[config.mk]
export PLATFORM = sky130hd
export DESIGN_NAME = mdo_merge
export DESIGN_NICKNAME = d
export VERILOG_FILES = /design/src/rtl/core/mdo_pkg.sv /design/src/rtl/core/mdo_merge.sv
export SDC_FILE = /design/constraint.sdc
export NUM_CORES = 1
export LEC_CHECK = 0
export BUFFER_PORTS_ARGS = -buffer_cell sky130_fd_sc_hd__clkbuf_2
export CAP_MARGIN = 20
export CORE_AREA = 3 3 151 153
export CTS_CLUSTER_SIZE = 20
export DETAILED_ROUTE_END_ITERATION = 8
export DIE_AREA = 0 0 154 156
export SLEW_MARGIN = 20
export SYNTH_ARGS = -nofsm -noshare
export SYNTH_HDL_FRONTEND = slang
export SYNTH_SLANG_ARGS = --single-unit
[constraint.sdc]
create_clock -name clk -period 6.68 [get_ports clk]
set_input_delay 1.336 -clock clk [delete_from_list [all_inputs] [get_ports clk]]
set_output_delay 1.336 -clock clk [all_outputs]
set_load 0.01 [all_outputs]
[src/rtl/core/mdo_pkg.sv]
`default_nettype none
package mdo_pkg;

  localparam int FRAC_BITS = 24;
  localparam int DATA_W    = 32;
  localparam int STEP_W    = 24;
  localparam int GAIN_W    = 32;
  localparam int ALPHA_W   = 25;
  localparam int MODE_W    = 2;
  localparam int CFG_IDX_W = 3;
  localparam int NUM_LANES = 6;
  // Multiplier operands hold a 33-bit signed value or a zero-extended gain, step time or smoothing factor.
  localparam int MUL_W     = DATA_W + 1;
  localparam int PROD_W    = 2 * MUL_W;

  localparam logic signed [DATA_W-1:0] Q_MAX = {1'b0, {(DATA_W-1){1'b1}}};
  localparam logic signed [DATA_W-1:0] Q_MIN = {1'b1, {(DATA_W-1){1'b0}}};
  localparam logic signed [PROD_W-1:0] HALF_Q = PROD_W'(1) << (FRAC_BITS - 1);
  localparam logic [ALPHA_W-1:0] ONE_Q = ALPHA_W'(1) << FRAC_BITS;

  localparam logic [STEP_W-1:0]  STEP_TIME_RST   = STEP_W'(67109);
  localparam logic [GAIN_W-1:0]  FORCE_GAIN_RST  = GAIN_W'(83886080);
  localparam logic [GAIN_W-1:0]  TORQUE_GAIN_RST = GAIN_W'(335544320);
  localparam logic [GAIN_W-1:0]  FORCE_CORR_RST  = GAIN_W'(33554432);
  localparam logic [GAIN_W-1:0]  TORQUE_CORR_RST = GAIN_W'(167772160);
  localparam logic [ALPHA_W-1:0] SMOOTHING_RST   = ALPHA_W'(3355443);
  localparam logic [MODE_W-1:0]  MODE_RST        = MODE_W'(0);

  typedef enum logic [CFG_IDX_W-1:0] {
    REG_STEP_TIME   = 3'd0,
    REG_FORCE_GAIN  = 3'd1,
    REG_TORQUE_GAIN = 3'd2,
    REG_FORCE_CORR  = 3'd3,
    REG_TORQUE_CORR = 3'd4,
    REG_SMOOTHING   = 3'd5,
    REG_MODE        = 3'd6
  } cfg_reg_t;

  typedef struct packed {
    logic signed [DATA_W-1:0] lin_mom_x;
    logic signed [DATA_W-1:0] lin_mom_y;
    logic signed [DATA_W-1:0] lin_mom_z;
    logic signed [DATA_W-1:0] ang_mom_x;
    logic signed [DATA_W-1:0] ang_mom_y;
    logic signed [DATA_W-1:0] ang_mom_z;
    logic signed [DATA_W-1:0] net_force_x;
    logic signed [DATA_W-1:0] net_force_y;
    logic signed [DATA_W-1:0] net_force_z;
    logic signed [DATA_W-1:0] net_torque_x;
    logic signed [DATA_W-1:0] net_torque_y;
    logic signed [DATA_W-1:0] net_torque_z;
  } in_item_t;

  typedef struct packed {
    logic signed [DATA_W-1:0] ext_force_x;
    logic signed [DATA_W-1:0] ext_force_y;
    logic signed [DATA_W-1:0] ext_force_z;
    logic signed [DATA_W-1:0] ext_torque_x;
    logic signed [DATA_W-1:0] ext_torque_y;
    logic signed [DATA_W-1:0] ext_torque_z;
  } out_item_t;

  // Settings shared by every lane.
  typedef struct packed {
    logic [STEP_W-1:0]  step_time;
    logic [ALPHA_W-1:0] alpha;
    logic               use_corr;
    logic               integrate;
  } lane_cfg_t;

  function automatic logic signed [DATA_W-1:0] sat_wide(
      input logic signed [DATA_W:0] v);
    if (v[DATA_W] != v[DATA_W-1]) begin
      return v[DATA_W] ? Q_MIN : Q_MAX;
    end
    return v[DATA_W-1:0];
  endfunction

  function automatic logic signed [DATA_W-1:0] sat_add(
      input logic signed [DATA_W-1:0] a, input logic signed [DATA_W-1:0] b);
    logic signed [DATA_W:0] s;
    s = {a[DATA_W-1], a} + {b[DATA_W-1], b};
    return sat_wide(s);
  endfunction

  function automatic logic signed [DATA_W-1:0] sat_sub(
      input logic signed [DATA_W-1:0] a, input logic signed [DATA_W-1:0] b);
    logic signed [DATA_W:0] s;
    s = {a[DATA_W-1], a} - {b[DATA_W-1], b};
    return sat_wide(s);
  endfunction

  // Product scaled back by FRAC_BITS, rounded half up, then clamped.
  function automatic logic signed [DATA_W-1:0] mul_round(
      input logic signed [PROD_W-1:0] p);
    logic signed [PROD_W-1:0] t;
    logic signed [PROD_W-1:0] sh;
    t  = p + HALF_Q;
    sh = t >>> FRAC_BITS;
    if ((&sh[PROD_W-1:DATA_W-1]) || !(|sh[PROD_W-1:DATA_W-1])) begin
      return sh[DATA_W-1:0];
    end
    return sh[PROD_W-1] ? Q_MIN : Q_MAX;
  endfunction

endpackage
`default_nettype wire

[src/rtl/core/mdo_merge.sv]
`default_nettype none
module mdo_merge (
  input  wire logic                                   clk,
  input  wire logic                                   rst,
  input  wire logic                                   start,
  input  wire logic [mdo_pkg::NUM_LANES-1:0]          lane_done,
  input  wire logic signed [mdo_pkg::DATA_W-1:0]      lane_smooth [mdo_pkg::NUM_LANES],
  input  wire logic                                   out_ready,
  output logic                                        idle,
  output logic                                        out_valid,
  output mdo_pkg::out_item_t                          out_data
);
  import mdo_pkg::*;

  logic busy;
  logic pending;
  logic load;

  // A finished result waits here until the output register is free.
  assign load = pending && (!out_valid || out_ready);
  assign idle = !busy;

  always_ff @(posedge clk) begin
    if (rst) begin
      busy      <= 1'b0;
      pending   <= 1'b0;
      out_valid <= 1'b0;
    end else begin
      if (start) busy <= 1'b1;
      else if (load) busy <= 1'b0;
      if (&lane_done) pending <= 1'b1;
      else if (load) pending <= 1'b0;
      if (load) out_valid <= 1'b1;
      else if (out_ready) out_valid <= 1'b0;
    end
  end

  always_ff @(posedge clk) begin
    if (load) begin
      out_data.ext_force_x  <= lane_smooth[0];
      out_data.ext_force_y  <= lane_smooth[1];
      out_data.ext_force_z  <= lane_smooth[2];
      out_data.ext_torque_x <= lane_smooth[3];
      out_data.ext_torque_y <= lane_smooth[4];
      out_data.ext_torque_z <= lane_smooth[5];
    end
  end

endmodule
`default_nettype wire
==> results.md, run 1 <==
- Core area: 21700 um2
- Comb power frac: 0.029
- Max clock buf depth: 2
- Clock slew at reported path FFs: 70 ps
- Slew Limit Fails: 0
- # rows: 54
- CTS tree: yes
- Relative slew margins: 0.339
- Largest net degree at the start of global routing: 64
- Post-CTS setup buffers: 0
- Clock network fraction of total power: 0.400
- Crit. End Element: flop
- Clk root buf: clkbuf_16
- Number of gates resized after cts: 0
- Via count: 3621
- Flops & latches, synth: 195
- Final net count: 825
- Critical Path AT: 3070 ps
- Initial detailed-routing violation count: 166
- Clock Skew: 11.8 ps
- Initial core utilization: 0.272
- Max-cap violation count: 0
- RD Place Congestion: 0.753
- RSZ-0062 raised after global routing: false
- Vias per std cell: 3.96
- Net Sw Power: 484 uW
- Worst VDD drop: 0.151 mV
- Total power per unit cell area: 269 nW/um2
- Final Non-Filler Cells: 915
- Global-route usage over all layers: 0.122
- Top_reg_cell synth: edfxtp_1
- Num CTS Buffers: 17
- Synth area leader: edfxtp_1
- H-tree levels: 4
- Crit-path max FO: 63
- Clock latency on the worst-skew pair: 420 ps
- Ranking of synthesized cells by area: edfxtp_1 98%, dfxtp_1 1.0%, nor2b_4 0.23%
- Status: finished clean
- Synth warn: 0
- DR WL/cell: 16.8 um
- First-pass GRT wire length: 21800 um
- DRC: 0
- Setup_tns: 0 ps
- Leakage: 3.70 nW
- Flop pwr share: 0.570
- Count of final hold-check violations: 0
- Sw Share: 0.205
- Placed insts: 884
- Port bufs: 395
- Final setup fails: 0
- Vias in the first global route: 3706
- Post-synth ARST share: 0
- Drt pass-1 iters: 5
- Post-route ant nets: 0
- Final period utilization: 0.453
- Average instance area after synthesis: 28.6 um2
- F_max: 330 MHz
- Post-synthesis cell area: 5900 um2
- Internal power: 1.88 mW
- Ant diodes: 0
- WL final: 15400 um
- IO Pins: 396
- Initial antenna violation count: 3
- Yosys cell types: 12
- Hold-fix buffer count after cts: 0
- Hold crit path type: flop to flop
- Clock net sink count: 195
- Most frequent cell after synthesis: edfxtp_1
- Full die area: 24000 um2
- Seq/Total Area, Yosys: 0.987
- Mapped Cells: 206
- Die Span X: 154 um
- Post-synth EDFFs: 192
- Die extent in y: 156 um
- Area delta synth->final: 49.3%
- Worst slew pin tran: 989 ps
- Tmin final: 3030 ps
- Layout cells sized above 1: 0.677
- Syn Nets: 408
- Post-synth top cells: 192 x edfxtp_1, 3 x dfxtp_1, 2 x nor2_1
- CP startpoint kind: input pin
- GRT overflow: 0
- WP data required: 6720 ps
- Area share of the largest cell type after synthesis: 0.977
- WS Path Type: input pin to flop
[logic make-up (layout without fill, tap and decap cells)]
group	Yosys count	after routing	share of synthesized area
AO/OA/AOI/OAI	2	2	0.00297
buffers and inverters	1	430	0.000636
flip-flops	195	195	0.987
AND/OR/NAND/NOR	8	8	0.00891
[cell type report]
cell class / count / area, um2
repair buffers: 398 / 2000
multi-input cells: 10 / 75.1
fillers: 2030 / 12900
well taps: 280 / 350
flip-flops and latches: 195 / 5830
inverters: 1 / 3.75
clock inverters: 13 / 123
clock buffers: 18 / 429
[power groups by stage]
stage / Combinational [mW] / Sequential [mW] / Clock (mW)
after floorplan: 0.00361 / 1.38 / 0
after global placement: 0.0685 / 1.38 / 0
after detailed placement: 0.0716 / 1.38 / 0
after CTS: 0.0714 / 1.35 / 0.992
after global routing: 0.0779 / 1.35 / 1.04
final: 0.0694 / 1.35 / 0.947
[worst max-delay path: stages]
cell	delay [ps]
clkbuf_2	100
nor2b_4	50
nor2b_4	760
buf_4	760
[cells in the final DEF (no fill, tap or decap)]
master / Yosys / routed
buf_4: 0 / 3
edfxtp_1: 192 / 192
nand2b_1: 1 / 1
nor2b_4: 1 / 2
and3_1: 1 / 1
dfxtp_1: 3 / 3
clkinv_4: 0 / 6
inv_1: 1 / 1
clkinv_1: 0 / 1
clkinv_8: 0 / 1
clkbuf_1: 0 / 1
clkinvlp_4: 0 / 1
nand4_1: 1 / 1
o31ai_2: 1 / 1
a21oi_1: 1 / 1
clkbuf_16: 0 / 17
nor2_1: 2 / 2
inv_8: 0 / 3
clkbuf_2: 0 / 395
inv_6: 0 / 1
nand2_1: 1 / 1
[state kept, by name (all words and copies together), names as in the netlist]
| register | cells |
|---|---|
| pending | 1 |
| out_valid | 1 |
| out_data | 192 |
| busy | 1 |
[layer usage]
layer  share of wire  up-vias  track usage
met2            0.50      230        0.197
met5          0.0022        -            0
met1            0.37     1701        0.143
met4           0.013        6       0.0374
li1                -     1669            -
met3            0.12       15       0.0638
[path summary, 6_finish.rpt]
path / start / end / slack (ps) / cells after the start
hold / removal: pending / pending / 480 / 2
setup / recovery: out_ready / out_data[188] / 3650 / 4
setup reg to reg: out_valid / out_data[188] / 4260 / 3
hold reg to reg: pending / pending / 480 / 2
[stage by stage]
step | instance area (um2) | hold WS, ps | setup slack [ps] | total power, mW | utilization
2_1_floorplan | 5900 | 440 | 2030 | 1.38 | -
3_3_place_gp | 8250 | 455 | 3210 | 1.44 | 0.381
3_5_place_dp | 8250 | 476 | 3140 | 1.45 | 0.381
4_1_cts | 8810 | 486 | 3630 | 2.41 | 0.406
5_1_grt | 8810 | 524 | 3450 | 2.46 | 0.406
6_report | 8810 | 479 | 3650 | 2.37 | 0.406
Note: power is estimated with default switching activity, not from simulation.
==> run 2, diff against run 1 <==
- CORE_AREA: 3 3 151 153 -> 3 3 152 154
- DIE_AREA: 0 0 154 156 -> 0 0 155 157
- clock period: 6.68 -> 3.1 ns (I/O delays scaled with it)
==> run 2 against run 1 <==
Clock-buffer cell count unchanged. Clock power rose by 120%. Critical path depth fell by 3. Worst hold slack worse by 110 ps. Register-to-register slack got worse by 2700 ps. Routed wire length is 3.9% higher. Largest cell class unchanged. Highest routed layer unchanged.
==> results.md, run 2 (synthesis gave the netlist of run 1 again) <==
- First-pass GRT wire length: 22100 um (was 21800 um)
- Num CTS Buffers: 17 (unchanged)
- Initial antenna violation count: 1 (was 3)
- Highest routing layer actually used: met5 (unchanged)
- Vias per std cell: 3.91 (was 3.96)
- H-tree levels: 4 (unchanged)
- Hold-fix buffer count after cts: 0 (unchanged)
- Full die area: 24300 um2 (was 24000 um2)
- Pre-CTS WS: 1220 ps (was 3140 ps)
- Final Non-Filler Cells: 915 (unchanged)
- Crit path buf inv count: 1 (was 2)
- Final setup fails: 0 (unchanged)
- Ant diodes: 0 (unchanged)
- Number of gates resized after cts: 0 (unchanged)
- # rows: 54 (unchanged)
- Cell Chain, Critical Path: clkbuf_2 (was clkbuf_2, nor2b_4, nor2b_4, buf_4)
- Hold crit path type: input pin to flop (was flop to flop)
- Final period utilization: 0.522
- Clock slew at reported path FFs: 70 ps (about the same)
- RD Place Congestion: 0.723 (was 0.753)
- Largest net degree at the start of global routing: 93 (was 64)
- Core area: 21800 um2 (was 21700 um2)
- Clock Skew: 7.22 ps (was 11.8 ps)
- Crit-path max FO: 1 (was 63)
- Relative slew margins: 0.659 (was 0.339)
- Initial core utilization: 0.270 (was 0.272)
- Largest register FFs: 192 (unchanged)
- Critical Path AT: 1000 ps (was 3070 ps)
- Worst VDD drop: 0.389 mV (was 0.151 mV)
- RSZ-0062 raised after global routing: false (unchanged)
- CP delay by family, top: flip-flops (was buffers and inverters)
- Status: finished clean (unchanged)
- Routed wl met3: 1780 um (was 1870 um)
- Drt pass-1 iters: 4 (was 5)
- CP max stage cell: edfxtp_1 (was nor2b_4)
- Hpwl dp: 12600 um
- Crit. End Element: primary output (was flop)
- Clock latency on the worst-skew pair: 420 ps (about the same)
- Most frequent cells in the layout: 395 x clkbuf_2, 192 x edfxtp_1, 17 x clkbuf_16 (unchanged)
- Port bufs: 395 (unchanged)
- Met2 WL post-DR: 8360 um (was 7640 um)
- Total power per unit cell area: 578 nW/um2 (was 269 nW/um2)
- CTS tree: yes (unchanged)
- Via count: 3581 (was 3621)
- Crit path depth: 1 (was 4)
- R2r worst-path depth: 3 (unchanged)
- Initial detailed-routing violation count: 166 (unchanged)
- DRC: 0 (unchanged)
- Leakage: 3.70 nW (about the same)
- Area occupied by multi-input gates: 75.1 um2 (unchanged)
- Post-CTS setup buffers: 0 (unchanged)
- Max clock buf depth: 2 (unchanged)
- F_max: 618 MHz
- Count of final hold-check violations: 0 (unchanged)
- Wl on met1: 5640 um (was 5610 um)
- Worst slew pin tran: 512 ps (was 989 ps)
- Largest Register: out_data (unchanged)
- Hold Crit Depth: 1 (was 2)
- FF+latch area: 5830 um2 (unchanged)
- CP startpoint kind: flop (was input pin)
- GRT overflow: 0 (unchanged)
- Filler cells: 2050 (was 2030)
- Tmin final: 1620 ps
- Die Span X: 155 um (was 154 um)
- Layout cells sized above 1: 0.679 (was 0.677)
- WL final: 16000 um (was 15400 um)
- Global-route usage over all layers: 0.124 (was 0.122)
- DR WL/cell: 17.4 um (was 16.8 um)
- Die extent in y: 157 um (was 156 um)
- Post-route ant nets: 0 (unchanged)
- Area delta synth->final: 49.6% (was 49.3%)
- PnR worst setup slack: 1480 ps (was 3650 ps)
- Final net count: 825 (unchanged)
- Commonest non-fill, non-tap cell in the layout: clkbuf_2 (unchanged)
- Max-cap violation count: 0 (unchanged)
- Slew Limit Fails: 0 (unchanged)
- Hold_ws: 373 ps (was 479 ps)
- Vias in the first global route: 3805 (was 3706)
- Placed insts: 884 (unchanged)
- Clock net sink count: 195 (unchanged)
- Worst stage delay on the critical path: 430 ps (was 760 ps)
- IO Pins: 396 (unchanged)
- WS Path Type: flop to primary output (was input pin to flop)
- WP data required: 2480 ps (was 6720 ps)
- Clk root buf: clkbuf_16 (unchanged)
==> run 2: final timing paths <==
check                                     start  slack [ps]            end
worst max register to register        out_valid        1560    out_data[0]
worst min-delay path            lane_smooth[94]         370   out_data[94]
worst min register to register          pending         490        pending
worst max-delay path              out_data[160]        1480  out_data[160]
==> run 2: final cells by class <==
class / count / share of cell area
Clock buffer: 18 / 0.0486
Clock inverter: 13 / 0.0130
Inverter: 1 / 0.000425
Multi-Input combinational cell: 10 / 0.00851
Sequential cell: 195 / 0.660
Tap cell: 280 / 0.0397
Timing Repair Buffer: 398 / 0.229
==> run 2: through the flow <==
step | utilization | power, mW | TNS (ps) | cell area, um2
6_report | 0.404 | 5.10 | 0 | 8820
2_1_floorplan | - | 2.98 | -160920 | 5900
4_1_cts | 0.404 | 5.19 | 0 | 8820
3_5_place_dp | 0.379 | 3.12 | 0 | 8280
5_1_grt | 0.404 | 5.32 | 0 | 8820
3_3_place_gp | 0.379 | 3.12 | 0 | 8280
==> run 2: per-layer routing <==
metal | track usage | up-vias
li1 | - | 1664
met1 | 0.130 | 1679
met2 | 0.222 | 227
met3 | 0.0569 | 9
met4 | 0.0362 | 2
met5 | 0 | -
==> run 2: where the power goes <==
part | total, mW | internal [mW] | switching, mW
Clock | 2.04 | 1.05 | 0.991
Sequential | 2.91 | 2.90 | 0.00275
Combinational | 0.151 | 0.0964 | 0.0544
Total | 5.10 | 4.05 | 1.05
==> run 3, diff against run 2 <==
- clock period: 3.1 -> 1.6 ns (I/O delays scaled with it)
==> run 3 against run 2 <==
Via count up 2.2%. Critical path depth up 3. Final cell count up 1.6%. Sequential cell count unchanged. Largest power group unchanged. First-iteration DRC count down 18%. Clock-buffer cell count down 1. Die area unchanged. Global-route usage down 0.38 points.
==> results.md, run 3 (synthesis gave the netlist of run 1 again) <==
- Clock latency on the worst-skew pair: 420 ps (about the same)
- Critical Path AT: 1440 ps (was 1000 ps)
- Leakage: 3.80 nW (was 3.70 nW)
- Worst VDD drop: 0.622 mV (was 0.389 mV)
- H-tree levels: 4 (unchanged)
- IO Pins: 396 (unchanged)
- Final net count: 840 (was 825)
- Die Span X: 155 um (unchanged)
- Initial core utilization: 0.270 (unchanged)
- Vias in the first global route: 3742 (was 3805)
- Count of final hold-check violations: 0 (unchanged)
- Via count: 3659 (was 3581)
- Hold-fix buffer count after cts: 0 (unchanged)
- Initial detailed-routing violation count: 136 (was 166)
- DRC: 0 (unchanged)
- Clock net sink count: 195 (unchanged)
- Max-cap violation count: 0 (unchanged)
- GRT overflow: 0 (unchanged)
- Global-route usage over all layers: 0.120 (was 0.124)
- FF+latch area: 5830 um2 (about the same)
- CTS tree: yes (unchanged)
- Hold crit path type: input pin to flop (unchanged)
- RSZ-0062 raised after global routing: false (unchanged)
- Power Total: 9.87 mW (was 5.10 mW)
- Reg2Reg Setup Slack: 270 ps (was 1560 ps)
- Vias per std cell: 3.93 (was 3.91)
- Hpwl dp: 12600 um (about the same)
- Initial antenna violation count: 1 (unchanged)
- Ant diodes: 0 (unchanged)
- Full die area: 24300 um2 (unchanged)
- Post-route ant nets: 0 (unchanged)
- Largest register FFs: 192 (unchanged)
- WS Path Type: flop to flop (was flop to primary output)
- Clk root buf: clkbuf_16 (unchanged)
- Post-CTS setup buffers: 0 (unchanged)
- DR WL/cell: 16.6 um (was 17.4 um)
- Num CTS Buffers: 17 (unchanged)
- Total power per unit cell area: 1100 nW/um2 (was 578 nW/um2)
- Port bufs: 395 (unchanged)
- Filler cells: 2048 (was 2050)
- Core area: 21800 um2 (unchanged)
- Final setup fails: 0 (unchanged)
- Commonest non-fill, non-tap cell in the layout: clkbuf_2 (unchanged)
- Clock slew at reported path FFs: 70 ps (about the same)
- Status: finished clean (unchanged)
- WL final: 15500 um (was 16000 um)
- Tmin final: 1330 ps
- RD Place Congestion: 0.772 (was 0.723)
- WP data required: 1710 ps (was 2480 ps)
- Relative slew margins: 0.883 (was 0.659)
- Layout Utilization: 0.412 (was 0.404)
- Area delta synth->final: 52.4% (was 49.6%)
- Hold_ws: 70.4 ps (was 373 ps)
- Die extent in y: 157 um (unchanged)
- Clock Skew: 13.5 ps (was 7.22 ps)
- Largest Register: out_data (unchanged)
- CP startpoint kind: flop (unchanged)
- Layout cells sized above 1: 0.688 (was 0.679)
- F_max: 752 MHz
- Drt pass-1 iters: 5 (was 4)
- First-pass GRT wire length: 21600 um (was 22100 um)
- # rows: 54 (unchanged)
- Number of gates resized after cts: 0 (unchanged)
- Largest net degree at the start of global routing: 34 (was 93)
- Crit-path max FO: 33 (was 1)
- Area occupied by multi-input gates: 75.1 um2 (unchanged)
- Most frequent cells in the layout: 395 x clkbuf_2, 192 x edfxtp_1, 17 x clkbuf_16 (unchanged)
- Crit. End Element: flop (was primary output)
- Max clock buf depth: 2 (unchanged)
- Slew Limit Fails: 0 (unchanged)
- Final period utilization: 0.832
- Worst slew pin tran: 175 ps (was 512 ps)
[run 3: changes by cell type in the layout (fill, tap and decap cells not counted)]
cell      previous run  this run
clkbuf_1             1         0
inv_8                3         4
dfxtp_1              3         2
dfxtp_2              0         1
clkinv_1             0         1
inv_6                4         2
buf_4                1        12
clkinv_4             3         4
buf_12               2         6
[run 3: critical path, cell delays in order, from the launching register on]
cell	delay, ps
dfxtp_2	320
nor2b_4	130
nor2b_4	160
buf_12	180
buf_12	210
[run 3: final timing paths]
path	startpoint	end	cells after the start
hold reg to reg	pending	pending	2
setup reg to reg	out_valid	out_data[104]	4
hold / removal	lane_smooth[85]	out_data[85]	1
setup / recovery	out_valid	out_data[104]	4
[run 3: metal layers]
layer | GRT usage | vias to the layer above | wire length (um) | part of all wire
met1 | 0.135 | 1714 | 5600 | 0.36
met5 | 0 | - | 13 | 0.00084
li1 | - | 1698 | - | -
met2 | 0.202 | 234 | 7860 | 0.51
met3 | 0.0594 | 11 | 1860 | 0.12
met4 | 0.0357 | 2 | 134 | 0.0087
[run 3: per-stage QoR]
step / instances / cell area [um2] / TNS (ps) / worst slack, ps
after floorplan: 206 / 5910 / -411920 / -2140
after global placement: 899 / 8440 / 0 / 235
after detailed placement: 899 / 8440 / 0 / 226
after CTS: 930 / 8990 / 0 / 245
after global routing: 930 / 8990 / 0 / 226
final: 930 / 8990 / 0 / 269
[run 3: cell type report]
cell class | count | share of cell area
Clock buffer | 17 | 0.0473
Clock inverter | 14 | 0.0135
Inverter | 1 | 0.000418
Multi-Input combinational cell | 10 | 0.00835
Sequential cell | 195 | 0.648
Tap cell | 280 | 0.0390
Timing Repair Buffer | 413 | 0.243
[run 3: where the power goes]
| group | switching, mW | total (mW) | internal, mW |
|---|---|---|---|
| Combinational | 0.109 | 0.300 | 0.191 |
| Sequential | 0.00514 | 5.63 | 5.63 |
| Clock | 1.90 | 3.94 | 2.04 |
